$ cat config.mk
export PLATFORM = sky130hd
export DESIGN_NAME = deq_ctrl
export DESIGN_NICKNAME = d
export VERILOG_FILES = /design/src/rtl/core/deq_pkg.sv /design/src/rtl/core/deq_ctrl.sv
export SDC_FILE = /design/constraint.sdc
export NUM_CORES = 1
export LEC_CHECK = 0
export BUFFER_PORTS_ARGS = -buffer_cell sky130_fd_sc_hd__buf_4
export CORE_AREA = 2 2 39 41
export DETAILED_ROUTE_END_ITERATION = 6
export DIE_AREA = 0 0 41 43
export HOLD_SLACK_MARGIN = 0.05
export PLACE_DENSITY_LB_ADDON = 0.08
export SLEW_MARGIN = 40
export SYNTH_ARGS = -nofsm -noshare
export SYNTH_HDL_FRONTEND = slang
export SYNTH_SLANG_ARGS = --single-unit
$ cat constraint.sdc
create_clock -name clk -period 1.7 [get_ports clk]
set_clock_uncertainty 0.2 [all_clocks]
set_input_delay 0.085 -clock clk [delete_from_list [all_inputs] [get_ports clk]]
set_output_delay 0.085 -clock clk [all_outputs]
set_load 0.02 [all_outputs]
$ cat src/rtl/core/deq_pkg.sv
`timescale 1ns / 1ps

package deq_pkg;

  localparam int DEPTH   = 1024;
  localparam int ADDR_W  = (DEPTH > 1) ? $clog2(DEPTH) : 1;
  localparam int CNT_W   = $clog2(DEPTH + 1);
  localparam int SUM_W   = CNT_W + 1;
  localparam int DATA_W  = 32;
  localparam int CMD_W   = 3;
  localparam int COUNT_W = 11;
  localparam int IN_W    = 32;
  localparam int OUT_W   = 112;

  localparam logic [CMD_W-1:0] CMD_PUSH_FRONT = 3'd0;
  localparam logic [CMD_W-1:0] CMD_PUSH_BACK  = 3'd1;
  localparam logic [CMD_W-1:0] CMD_POP_FRONT  = 3'd2;
  localparam logic [CMD_W-1:0] CMD_POP_BACK   = 3'd3;
  localparam logic [CMD_W-1:0] CMD_QUERY      = 3'd4;

  typedef enum logic [1:0] {
    ST_IDLE,
    ST_EXEC,
    ST_LOAD,
    ST_FINISH
  } deq_state_t;

  // controller to datapath
  typedef struct packed {
    logic capture;
    logic exec;
    logic load;
    logic out_load;
  } deq_cmd_t;

  // datapath to controller
  typedef struct packed {
    logic need_load;
  } deq_status_t;

endpackage

$ cat src/rtl/core/deq_ctrl.sv
`timescale 1ns / 1ps

module deq_ctrl (
  input  logic                clk,
  input  logic                rst,
  input  logic                s_tvalid,
  output logic                s_tready,
  output logic                m_tvalid,
  input  logic                m_tready,
  input  deq_pkg::deq_status_t status,
  output deq_pkg::deq_cmd_t    cmd
);

  import deq_pkg::*;

  deq_state_t state;
  deq_state_t state_next;
  logic       out_free;
  logic       accept;

  assign out_free = !m_tvalid || m_tready;

  always_ff @(posedge clk) begin
    if (rst) begin
      state    <= ST_IDLE;
      m_tvalid <= 1'b0;
    end else begin
      state <= state_next;
      if (cmd.out_load) begin
        m_tvalid <= 1'b1;
      end else if (m_tready) begin
        m_tvalid <= 1'b0;
      end
    end
  end

  always_comb begin
    state_next   = state;
    s_tready     = 1'b0;
    cmd.capture  = 1'b0;
    cmd.exec     = 1'b0;
    cmd.load     = 1'b0;
    cmd.out_load = 1'b0;
    accept       = 1'b0;
    case (state)
      ST_IDLE: begin
        s_tready    = 1'b1;
        accept      = s_tvalid;
        cmd.capture = accept;
        if (accept) begin
          state_next = ST_EXEC;
        end
      end
      ST_EXEC: begin
        cmd.exec   = 1'b1;
        state_next = status.need_load ? ST_LOAD : ST_FINISH;
      end
      ST_LOAD: begin
        cmd.load   = 1'b1;
        state_next = ST_FINISH;
      end
      ST_FINISH: begin
        // result leaves and the next request may enter in the same cycle
        s_tready     = out_free;
        accept       = s_tvalid && out_free;
        cmd.capture  = accept;
        cmd.out_load = out_free;
        if (out_free) begin
          state_next = accept ? ST_EXEC : ST_IDLE;
        end
      end
      default: begin
        state_next = ST_IDLE;
      end
    endcase
  end

endmodule

Yosys cells after proc, flatten, opt, wreduce, memory -nomap -nowiden --
Cells that the tools add are included.
Storage, ports and cells: output and inout bits 6, bits in read-only memories 0, logic and storage cells 25, RAM bits 0, bits of input ports 5, bits in registers 3, latch bits 0, memories kept 0
Operators by class: bitwise gates (word level) 0, shifts and indexed selects 0, add/sub/neg operators 0, divide/modulo/power cells 0, reduce and logical (&&, ||, !) cells 6, multipliers 0, $lt $le $gt $ge 0, equality and inequality tests 5, mux-type cells 12
Operators with widths (number):
- 2-bit case mux with 4 select lines | 1
- 1-bit 2-to-1 mux | 7
- 2-bit == test (second input constant) | 2
- 2-bit 2-to-1 mux | 2
- 2-bit inequality test (second input constant) | 2
- 1-bit case mux with 2 select lines | 2
- 2-bit by 1-bit == test with 1-bit output (second input constant) | 1
- 2-bit zero test | 1
- 2-bit AND reduction | 1
- 2-bit nonzero test | 1
- 1-bit logical AND | 1
- 1-bit zero test | 1
- 1-bit logical OR | 1

Longest topological paths before layout --
Gate-level depths: netlist of run 1.
word-level depth 6, mapped depth 5, gate-level depth less buffers 5

Worst setup path after synthesis of run 1 --
Ideal clock, no wire load.
path kind register to output, start register state[0], end output cmd[3] (netlist name), slack 109 ps, data required time 1415 ps, buffers on the path 0, arrival time 1306 ps, cell stages (with the launch flop) 4, path through dfxtp_1 > inv_1 > ha_1 > nor3b_1
RTL lines:
- start, declared | line deq_ctrl.sv:16 | deq_state_t state;
- start signal, assigned | line deq_ctrl.sv:28 | state <= state_next;
- end, declared | line deq_ctrl.sv:11 | output deq_pkg::deq_cmd_t cmd

Final worst setup path of run 1 --
start register state[0], end register m_tvalid
Between the ends: word-level cells in the longest chain between the ends 3, elaborated cells on any way between the ends 4, classes of those cells eq/ne (1); mux (2); reduce/logical (1)
RTL lines:
- 2-bit == test (*) | line deq_ctrl.sv:45 | case (state)
- 1-bit 2-to-1 mux (*) | line deq_ctrl.sv:45
- 1-bit 2-to-1 mux or 2-bit nonzero test (tied branches)
- end signal, assigned | line deq_ctrl.sv:26 | m_tvalid <= 1'b0;
- end signal, assigned | line deq_ctrl.sv:30 | m_tvalid <= 1'b1;
- end signal, assigned | line deq_ctrl.sv:32 | m_tvalid <= 1'b0;
- end, declared | line deq_ctrl.sv:8 | output logic m_tvalid,
Every way passes the cells marked *; elsewhere a longest branch is shown, timed or not. A chain may end at the register's enable or synchronous reset.

==> run_results.csv, run 1 <==
group,metric,value,unit
place,numPlacedInstances,56,
finish,fin_util,31.9,%
sta,setup_tns,0,ps
floorplanning,initial_utilization,18.5,%
sta,setup_ws,77.8,ps
sta,timing.fmax,0.616,GHz
yosys,netlist_area,256,um^2
setup_path,critical_path.max_stage_delay,550,ps
place,io_buffers,10,
route,drtIter0Drc,0,
place,dpl.hpwl,507,um
cts,clkTransAtPathRegs,40,ps
finish,post_route_cells_drive_above_1_share,40.4,%
cts,cts_setup_buffers,0,
cts,htree_levels,1,
setup_path,worstSetupEndpointType,"register",
floorplanning,num_io_pins,11,
finish,finalNonFillerCells,63,
floorplanning,die_w,41,um
setup_path,timing.rr.end,"m_tvalid",
cts,max-clock-path-buffers,2,
setup_path,startpoint_type,"register",
place,dp_slack,152,ps
setup_path,crit_type,"register to register",
setup_path,crit_fanout,6,
hold_path,hold_path.class,"input pin to register",
power,power_density,1630,nW/um^2
cts,cts_tree,"done",
sta,maxSlewViolCount,0,
finish,area.growth.synth_to_final,72.2,%
finish,num_antenna_cells,0,
cts,clk_latency,240,ps
sta,rsz0062_at_grt,"no",
global_routing,grt_antenna_before_repair,0,
cts,numClockSinks,3,
power,cellLeakagePower,0.195,nW
yosys,ys_seq_elements,3,
setup_path,reg2reg_depth,5,
setup_path,cpMostUsedCell,"nor2_1",
cts,cts_made_buffers,3,
floorplanning,core,1380,um^2
setup_path,crit_arrival,1540,ps
yosys,yosys_warnings,0,
route,vias,271,
sta,slew_headroom,85.1,%
setup_path,r2r_start,"state[0]",
route,drc,0,
setup_path,cp.required,1620,ps
sta,finalCritPeriodShare,95.4,%
route,wl,697,um
setup_path,r2r_setup_slack,80,ps
power,ir_drop,511,uV
yosys,syn-num-nets,39,
setup_path,critPathBufInv,2,
route,drt_pre_antenna_iters,1,
finish,layout.nets,58,
sta,finalHoldViolCount,0,
sta,min_period,1620,ps
job,maxCapViolations,0,
sta,setup-violations-final,0,
finish,design_area,442,um^2
global_routing,grt-ovfl-total,0,
global_routing,grt_max_degree,7,
place,finalWeightedCongestion,0.736,
floorplanning,dieArea,1760,um^2
sta,worstMarginPinSlew,222,ps
global_routing,grt_pass1_wl,1010,um
place,placed_cell_area,359,um^2
setup_path,crit_path_cell_trace,"buf_4 -> ha_4 -> nor2_1 -> nor2_1 -> dlygate4sd3_1",
global_routing,grt_pass1_vias,260,
cts,clockRootBuffer,"clkbuf_4",
setup_path,crit_slowest_cell,"dlygate4sd3_1",
yosys,yosysUniqueCellTypes,16,
yosys,syn_inst,29,
route,routedWlPerCell,11.1,um
yosys,seq_area_frac_synth,23.4,%
setup_path,crit_family,"buffers and inverters",
route,drt.antenna.violating_nets,0,
yosys,syn_area_per_cell,8.84,um^2
global_routing,grt.total_usage,9.02,%
route,avgViaCountPerCell,4.30,
floorplanning,die_y,43,um
floorplanning,rows,14,
hold_path,whs_path_depth,4,
hold_path,min_from,"status",
status,outcome,"finished clean",
hold_path,hold_end,"state[0]",
==> state kept, by name (all words and copies together), names as in the netlist <==
name / count
state: 2
m_tvalid: 1
==> cells in the mapped netlist <==
cell	number	area, um^2
and2_1	1	6.26
nor2b_1	1	6.26
a211oi_1	1	7.51
ha_1	5	62.6
mux2i_1	1	10.0
a311o_1	1	10.0
nor3b_1	2	15.0
or2b_2	1	8.76
a21oi_1	2	10.0
nand3_1	1	5.00
a31oi_1	1	6.26
nor2_1	3	11.3
nand2b_1	2	12.5
inv_1	3	11.3
nor2b_4	1	13.8
dfxtp_1	3	60.1
==> logic make-up (layout without fill, tap and decap cells) <==
| family | Yosys count | count (layout) | synth area share [%] |
|---|---|---|---|
| AOI/OAI and AO/OA | 5 | 5 | 13.2 |
| adders and majority gates | 5 | 5 | 24.4 |
| buffers and inverters | 3 | 21 | 4.39 |
| DFF | 3 | 3 | 23.4 |
| muxes | 1 | 1 | 3.90 |
| and+or+nand+nor | 12 | 12 | 30.7 |
==> placed cells by master, fill, tap and decap left out <==
master and n:
ha_1 3, a21oi_1 2, or2b_2 1, inv_1 3, a211oi_1 1, ha_4 2, a31oi_1 1, nand3_1 1
dlygate4sd3_1 3, dfxtp_2 1, nor2b_4 1, clkbuf_1 1, mux2i_1 1, buf_4 11, dfxtp_1 2, a311o_1 1
nand2b_1 2, nor2_1 3, and2_1 1, clkbuf_4 3, nor3b_1 2, nor2b_1 1
==> metrics by stage <==
stage               hold WS, ps  power (mW)
floorplan                 -42.6       0.375
global placement           84.7       0.526
detailed placement         83.9       0.535
CTS                        88.0       0.684
global route               92.0       0.789
finish                     84.1       0.719
==> how the worst max path moves through the flow <==
stage,from,end,slack (ps),depth (start not counted)
after global routing,state[0],cmd[3],4,4
after global placement,state[1],state[0],190,5
after CTS,state[0],cmd[3],10,4
after floorplan,state[0],cmd[3],110,3
after detailed placement,state[1],state[0],150,5
final,state[0],m_tvalid,80,5
==> cell type report <==
type | instances | area (um^2)
clock buffers | 4 | 26.3
fillers | 159 | 942
inverters | 3 | 11.3
multi-input cells | 23 | 210
flip-flops and latches | 3 | 61.3
well taps | 16 | 20.0
repair buffers | 14 | 113
==> what timing repair did <==
action | CTS | global route
resized for setup | 2 | 2
setup endpoints to repair | 1 | 2
hold endpoints to repair | 3 | 0
hold buffers | 3 | 0
==> worst min-delay path: stages <==
cell      delay, ps
buf_4           100
inv_1            40
a211oi_1         70
a31oi_1         170
==> where the power goes <==
part / internal (mW) / switching (mW)
combinational: 0.223 / 0.247
sequential: 0.0966 / 0.0226
clock: 0.0883 / 0.0423
total: 0.408 / 0.311
==> routing by layer <==
metal	routed length [um]	up-vias	GRT usage (%)	part of all wire [%]
li1	-	135	-	-
met1	262	125	10.2	38
met2	385	9	13.4	55
met3	33	2	0	4.7
met4	15	0	10.0	2.2
met5	0	-	0	0
(Power assumes the default switching activity.)
==> run 2: changes to the inputs <==
--- a/config.mk
+++ b/config.mk
@@ -5,6 +5,7 @@
 export SDC_FILE = /design/constraint.sdc
 export NUM_CORES = 1
 export LEC_CHECK = 0
+export ABC_AREA = 1
 export BUFFER_PORTS_ARGS = -buffer_cell sky130_fd_sc_hd__buf_4
 export CORE_AREA = 2 2 39 41
 export DETAILED_ROUTE_END_ITERATION = 6
==> run 2 against run 1 <==
Against the previous run: critical path depth is 2 higher; die area stayed put; utilization is 1.8 points lower; clock power is 6% lower; sequential share of layout area is 0.83 points higher; worst hold slack worse by 28 ps; first-iteration DRC count is 1 higher; via count is 3.7% lower; worst setup slack worse by 7.2 ps; non-clock buffer count is 1 lower; synthesized area stayed put.
==> run_results.csv, run 2 <==
group,metric,value,unit
status,outcome,"finished clean",
place,dpl.hpwl,455,um
yosys,netlist_area,256,um^2
power,ir_drop,338,uV
power,power_density,1740,nW/um^2
setup_path,worstSetupEndpointType,"register",
setup_path,critPathBufInv,4,
route,routedWlPerCell,7.50,um
route,drt_pre_antenna_iters,4,
sta,finalCritPeriodShare,95.8,%
power,power.switching,332,uW
finish,area.growth.synth_to_final,62.4,%
floorplanning,num_io_pins,11,
global_routing,grt_antenna_before_repair,0,
finish,layout.nets,67,
sta,timing.fmax,0.614,GHz
sta,setup_tns,0,ps
route,wl,540,um
floorplanning,dieArea,1760,um^2
power,internal_power,395,uW
place,numPlacedInstances,65,
finish,regMostFlops,"state",
finish,final_cell_mix,"buf_4 (10), inv_1 (8), nand2_1 (6), nor2_1 (6)",
finish,final_common_cell,"buf_4",
floorplanning,die_y,43,um
finish,largest_reg_flops,2,
yosys,ys_seq_elements,3,
yosys,syn_area_per_cell,6.58,um^2
place,io_buffers,10,
sta,slew_headroom,90.8,%
cts,clk_latency,230,ps
setup_path,cp.required,1610,ps
global_routing,grt_pass1_wl,862,um
sta,maxSlewViolCount,0,
route,avgViaCountPerCell,3.63,
global_routing,grt-ovfl-total,0,
setup_path,startpoint_type,"input pin",
yosys,synth_most_common_cell,"inv_1",
yosys,syn_inst,39,
setup_path,critical_path.max_stage_delay,540,ps
power,power.clock.fraction,16.9,%
finish,num_antenna_cells,0,
cts,htree_levels,1,
finish,finalNonFillerCells,72,
power,fin_total_pwr,726,uW
yosys,synthTopCellsByCount,"inv_1 (9), nand2_1 (8), nor2_1 (6)",
yosys,yosysUniqueCellTypes,9,
cts,clkTransAtPathRegs,40,ps
setup_path,crit_family,"buffers and inverters",
setup_path,worstSetupPathDepth,7,
sta,min_period,1630,ps
yosys,synthArstFlopShare,0,%
floorplanning,initial_utilization,18.5,%
yosys,yosysTopAreaCell,"ha_1",
yosys,yosys_warnings,0,
route,drt.antenna.violating_nets,0,
cts,cts_made_buffers,3,
cts,max-clock-path-buffers,2,
cts,numClockSinks,3,
setup_path,crit_arrival,1540,ps
yosys,synth_largest_type_area_fraction,24.4,%
finish,post_route_cells_drive_above_1_share,37.5,%
floorplanning,die_w,41,um
power,cellLeakagePower,0.225,nW
setup_path,crit_slowest_cell,"dlygate4sd3_1",
place,placed_cell_area,352,um^2
global_routing,grt.total_usage,7.72,%
route,vias,261,
sta,rsz0062_at_grt,"no",
power,combPwrFrac,65.6,%
setup_path,crit_fanout,3,
job,maxCapViolations,0,
finish,fillers,166,
yosys,syn-num-nets,49,
floorplanning,rows,14,
hold_path,whs_path_depth,6,
cts,cts_setup_buffers,0,
global_routing,grt_pass1_vias,230,
power,power_frac_seq,17.4,%
sta,finalHoldViolCount,0,
route,drtIter0Drc,1,
cts,clockRootBuffer,"clkbuf_4",
cts,cts_tree,"done",
global_routing,grt_max_degree,5,
hold_path,hold_path.class,"input pin to register",
finish,largest_registers,"state (2), m_tvalid (1)",
sta,worstMarginPinSlew,137,ps
yosys,seq_area_frac_synth,23.4,%
yosys,yosys-top-cells-area,"ha_1 (24%), dfxtp_1 (23%), inv_1 (13%)",
floorplanning,core,1380,um^2
sta,setup-violations-final,0,
setup_path,crit_path_cell_trace,"dlygate4sd3_1 -> buf_4 -> inv_2 -> nand2_2 -> nand2_2 -> a21oi_1 -> dlygate4sd3_1",
setup_path,reg2reg_depth,4,
sta,whs,55.8,ps
yosys,synth_edf_count,0,
finish,design_area,417,um^2
place,finalWeightedCongestion,0.648,
route,drc,0,
yosys,synthFlopType,"dfxtp_1",
setup_path,crit_type,"input pin to register",
power,p_sw_share,45.7,%
==> run 2: changes by cell type in the layout (fill, tap and decap cells not counted), moves of 2 or more <==
cell / before / now
nor3b_1: 2 / 0
ha_4: 2 / 0
inv_1: 3 / 8
nand2b_1: 2 / 0
nand2_2: 0 / 4
nor2_1: 3 / 6
nand2_1: 0 / 6
==> run 2: final cells by class <==
cell class	count	area (um^2)	share of cell area, %
multi-input cells	27	170	40.8
repair buffers	13	105	25.2
flip-flops and latches	3	61.3	14.7
inverters	9	33.8	8.11
clock buffers	4	26.3	6.31
well taps	16	20.0	4.80
==> run 2: final timing paths <==
kind	startpoint	end	slack (ps)
worst min-delay path	s_tvalid	state[1]	60
worst max-delay path	m_tready	m_tvalid	70
worst max register to register	state[0]	m_tvalid	130
worst min register to register	state[1]	state[1]	280
==> run 2: cell families after synthesis <==
family	share of synthesized area, %
adder cells (fa/ha/maj)	24.4
AO/OA/AOI/OAI	5.85
buffers and inverters	13.2
flip-flops	23.4
AND/OR/NAND/NOR	33.2
==> run 2: per-layer routing <==
layer,GRT usage (%),vias to the layer above,part of all wire [%]
li1,-,150,-
met1,8.63,106,44
met2,10.0,5,50
met3,1.57,0,5.7
met4,10.0,0,0
met5,0,-,0
==> run 2: what timing repair did <==
action	4_1_cts	5_1_grt
endpoints found under the setup margin	0	3
resized for setup	0	5
endpoints found under the hold margin	3	0
hold buffers	3	0
==> run 2: power groups by stage <==
stage	logic [mW]	clock network [mW]	registers (mW)
after floorplan	0.322	0	0.122
after global placement	0.481	0	0.125
after detailed placement	0.473	0	0.125
after CTS	0.483	0.133	0.123
after global routing	0.549	0.135	0.132
final	0.476	0.123	0.127
==> run 2: worst min-delay path: stages <==
cell,delay (ps)
buf_4,90
inv_1,40
nand2_2,60
nand2_2,60
nand2_1,50
a21oi_1,50
==> run 2: per-stage QoR <==
step           utilization (%)  worst slack, ps
3_3_place_gp              25.4              332
3_5_place_dp              25.4              318
4_1_cts                   29.5             36.8
6_report                  30.1             70.7
2_1_floorplan                -              293
5_1_grt                   30.1             19.3
==> run 3: changes to the inputs <==
--- a/config.mk
+++ b/config.mk
@@ -11,7 +11,6 @@
 export DETAILED_ROUTE_END_ITERATION = 6
 export DIE_AREA = 0 0 41 43
 export HOLD_SLACK_MARGIN = 0.05
-export PLACE_DENSITY_LB_ADDON = 0.08
 export SLEW_MARGIN = 40
 export SYNTH_ARGS = -nofsm -noshare
 export SYNTH_HDL_FRONTEND = slang
==> run 3 against run 2 <==
Against the previous run: global-route usage fell by 0.50 points; sequential share of layout area is 0.15 points higher; largest power group unchanged; sequential power is 5% lower; final cell count decreased by 1.4%; clock power decreased by 3%; flip-flop and latch count did not move; worst setup slack improved by 56 ps; fmax rose by 3.5%.
==> run_results.csv, run 3 (synthesized netlist as in run 2, its figures left out) <==
group,metric,value,unit
cts,clockRootBuffer,"clkbuf_4",
sta,finalCritPeriodShare,92.6,%
global_routing,grt_max_degree,5,
setup_path,worstSetupEndpointType,"primary output",
cts,numClockSinks,3,
setup_path,crit_type,"register to primary output",
finish,final_cell_mix,"buf_4 (10), inv_1 (8), nand2_1 (7)",
sta,finalHoldViolCount,0,
global_routing,grt_pass1_wl,834,um
setup_path,startpoint_type,"register",
place,dpl.hpwl,434,um
finish,final_common_cell,"buf_4",
cts,clk_latency,230,ps
cts,cts_made_buffers,3,
power,power_density,1790,nW/um^2
setup_path,critical_path.max_stage_delay,350,ps
route,wl,513,um
finish,regMostFlops,"state",
route,drt.antenna.violating_nets,0,
sta,maxSlewViolCount,0,
job,maxCapViolations,0,
finish,multi_input_area,169,um^2
route,drt_pre_antenna_iters,3,
global_routing,grt.total_usage,7.21,%
sta,worstMarginPinSlew,141,ps
sta,setup_ws,126,ps
place,io_buffers,10,
floorplanning,initial_utilization,18.5,%
cts,cts_setup_buffers,0,
power,cellLeakagePower,0.220,nW
route,drc,0,
setup_path,crit_slowest_cell,"ha_1",
place,dp_slack,325,ps
sta,setup-violations-final,0,
sta,rsz0062_at_grt,"no",
floorplanning,num_io_pins,11,
finish,area.growth.synth_to_final,57.6,%
finish,largest_registers,"state (2), m_tvalid (1)",
finish,seqCellArea,60.1,um^2
cts,cts_tree,"done",
floorplanning,die_y,43,um
global_routing,grt-ovfl-total,0,
sta,timing.fmax,0.635,GHz
setup_path,crit_path_cell_trace,"inv_1 -> ha_1 -> a21oi_2 -> buf_4",
sta,slew_headroom,90.6,%
floorplanning,core,1380,um^2
route,drtIter0Drc,2,
setup_path,cp.required,1410,ps
sta,setup_tns,0,ps
route,vias,266,
power,ir_drop,505,uV
finish,fin_util,29.2,%
global_routing,grt_pass1_vias,244,
finish,layout.nets,66,
setup_path,crit_arrival,1290,ps
hold_path,hold_path.class,"input pin to register",
cts,htree_levels,1,
place,placed_cell_area,352,um^2
place,finalWeightedCongestion,0.649,
route,routedWlPerCell,7.23,um
finish,fillers,162,
finish,post_route_cells_drive_above_1_share,34.5,%
status,outcome,"finished clean",
setup_path,crit_fanout,4,
floorplanning,rows,14,
floorplanning,dieArea,1760,um^2
global_routing,grt_antenna_before_repair,0,
floorplanning,die_w,41,um
cts,max-clock-path-buffers,2,
finish,largest_reg_flops,2,
route,avgViaCountPerCell,3.75,
sta,min_period,1570,ps
finish,num_antenna_cells,0,
finish,design_area,404,um^2
cts,clkTransAtPathRegs,30,ps
## run 3: changes by cell type in the layout (fill, tap and decap cells not counted), sizes merged
cell         previous run  this run
dlygate4sd3             3         2
## run 3: final timing paths
kind	to	cells past startpoint	startpoint	slack, ps
max	cmd[3]	4	state[0]	130
min	state[1]	6	s_tvalid	60
max reg2reg	state[0]	8	state[0]	350
min reg2reg	state[1]	2	state[1]	290
## run 3: per-layer routing
metal	wire (um)	share of wire, %	track usage [%]	vias up
li1	-	-	-	148
met1	210	41	7.03	112
met2	262	51	10.9	6
met3	40	7.8	4.71	0
met4	0	0	4.00	0
met5	0	0	0	-
## run 3: area by class of cell
class / count / share of cell area (%)
clock buffer: 4 / 6.50
inverter: 9 / 8.36
multi-input combinational: 27 / 41.8
timing repair buffer: 12 / 23.5
tap: 16 / 4.95
sequential: 3 / 14.9
## run 3: stage by stage
step                      hold WS (ps)  std cells  total power, mW
after global placement            66.1         65            0.589
final                             63.4         71            0.723
after global routing               106         71            0.810
after detailed placement          71.3         65            0.598
after CTS                         54.7         71            0.728
after floorplan                  -45.9         39            0.444
## run 3: repair_timing
action | CTS | global route
endpoints found under the setup margin | 0 | 2
hold endpoints to repair | 3 | 0
hold buffers | 2 | 0
gates resized for setup | 0 | 3
## run 3: power breakdown
| part | leakage (nW) | total, mW | internal, mW | switching, mW |
|---|---|---|---|---|
| Sequential | 0.0247 | 0.121 | 0.0978 | 0.0230 |
| Combinational | 0.180 | 0.483 | 0.205 | 0.278 |
| Clock | 0.0150 | 0.119 | 0.0876 | 0.0317 |
## run 3: worst max-delay path, delay by kind of cell, from the launching register on
kind            cells  cell delay, ps
compound gates      1             120
fa+ha+maj           1             350
buf+inv             2             250
flops               1             340
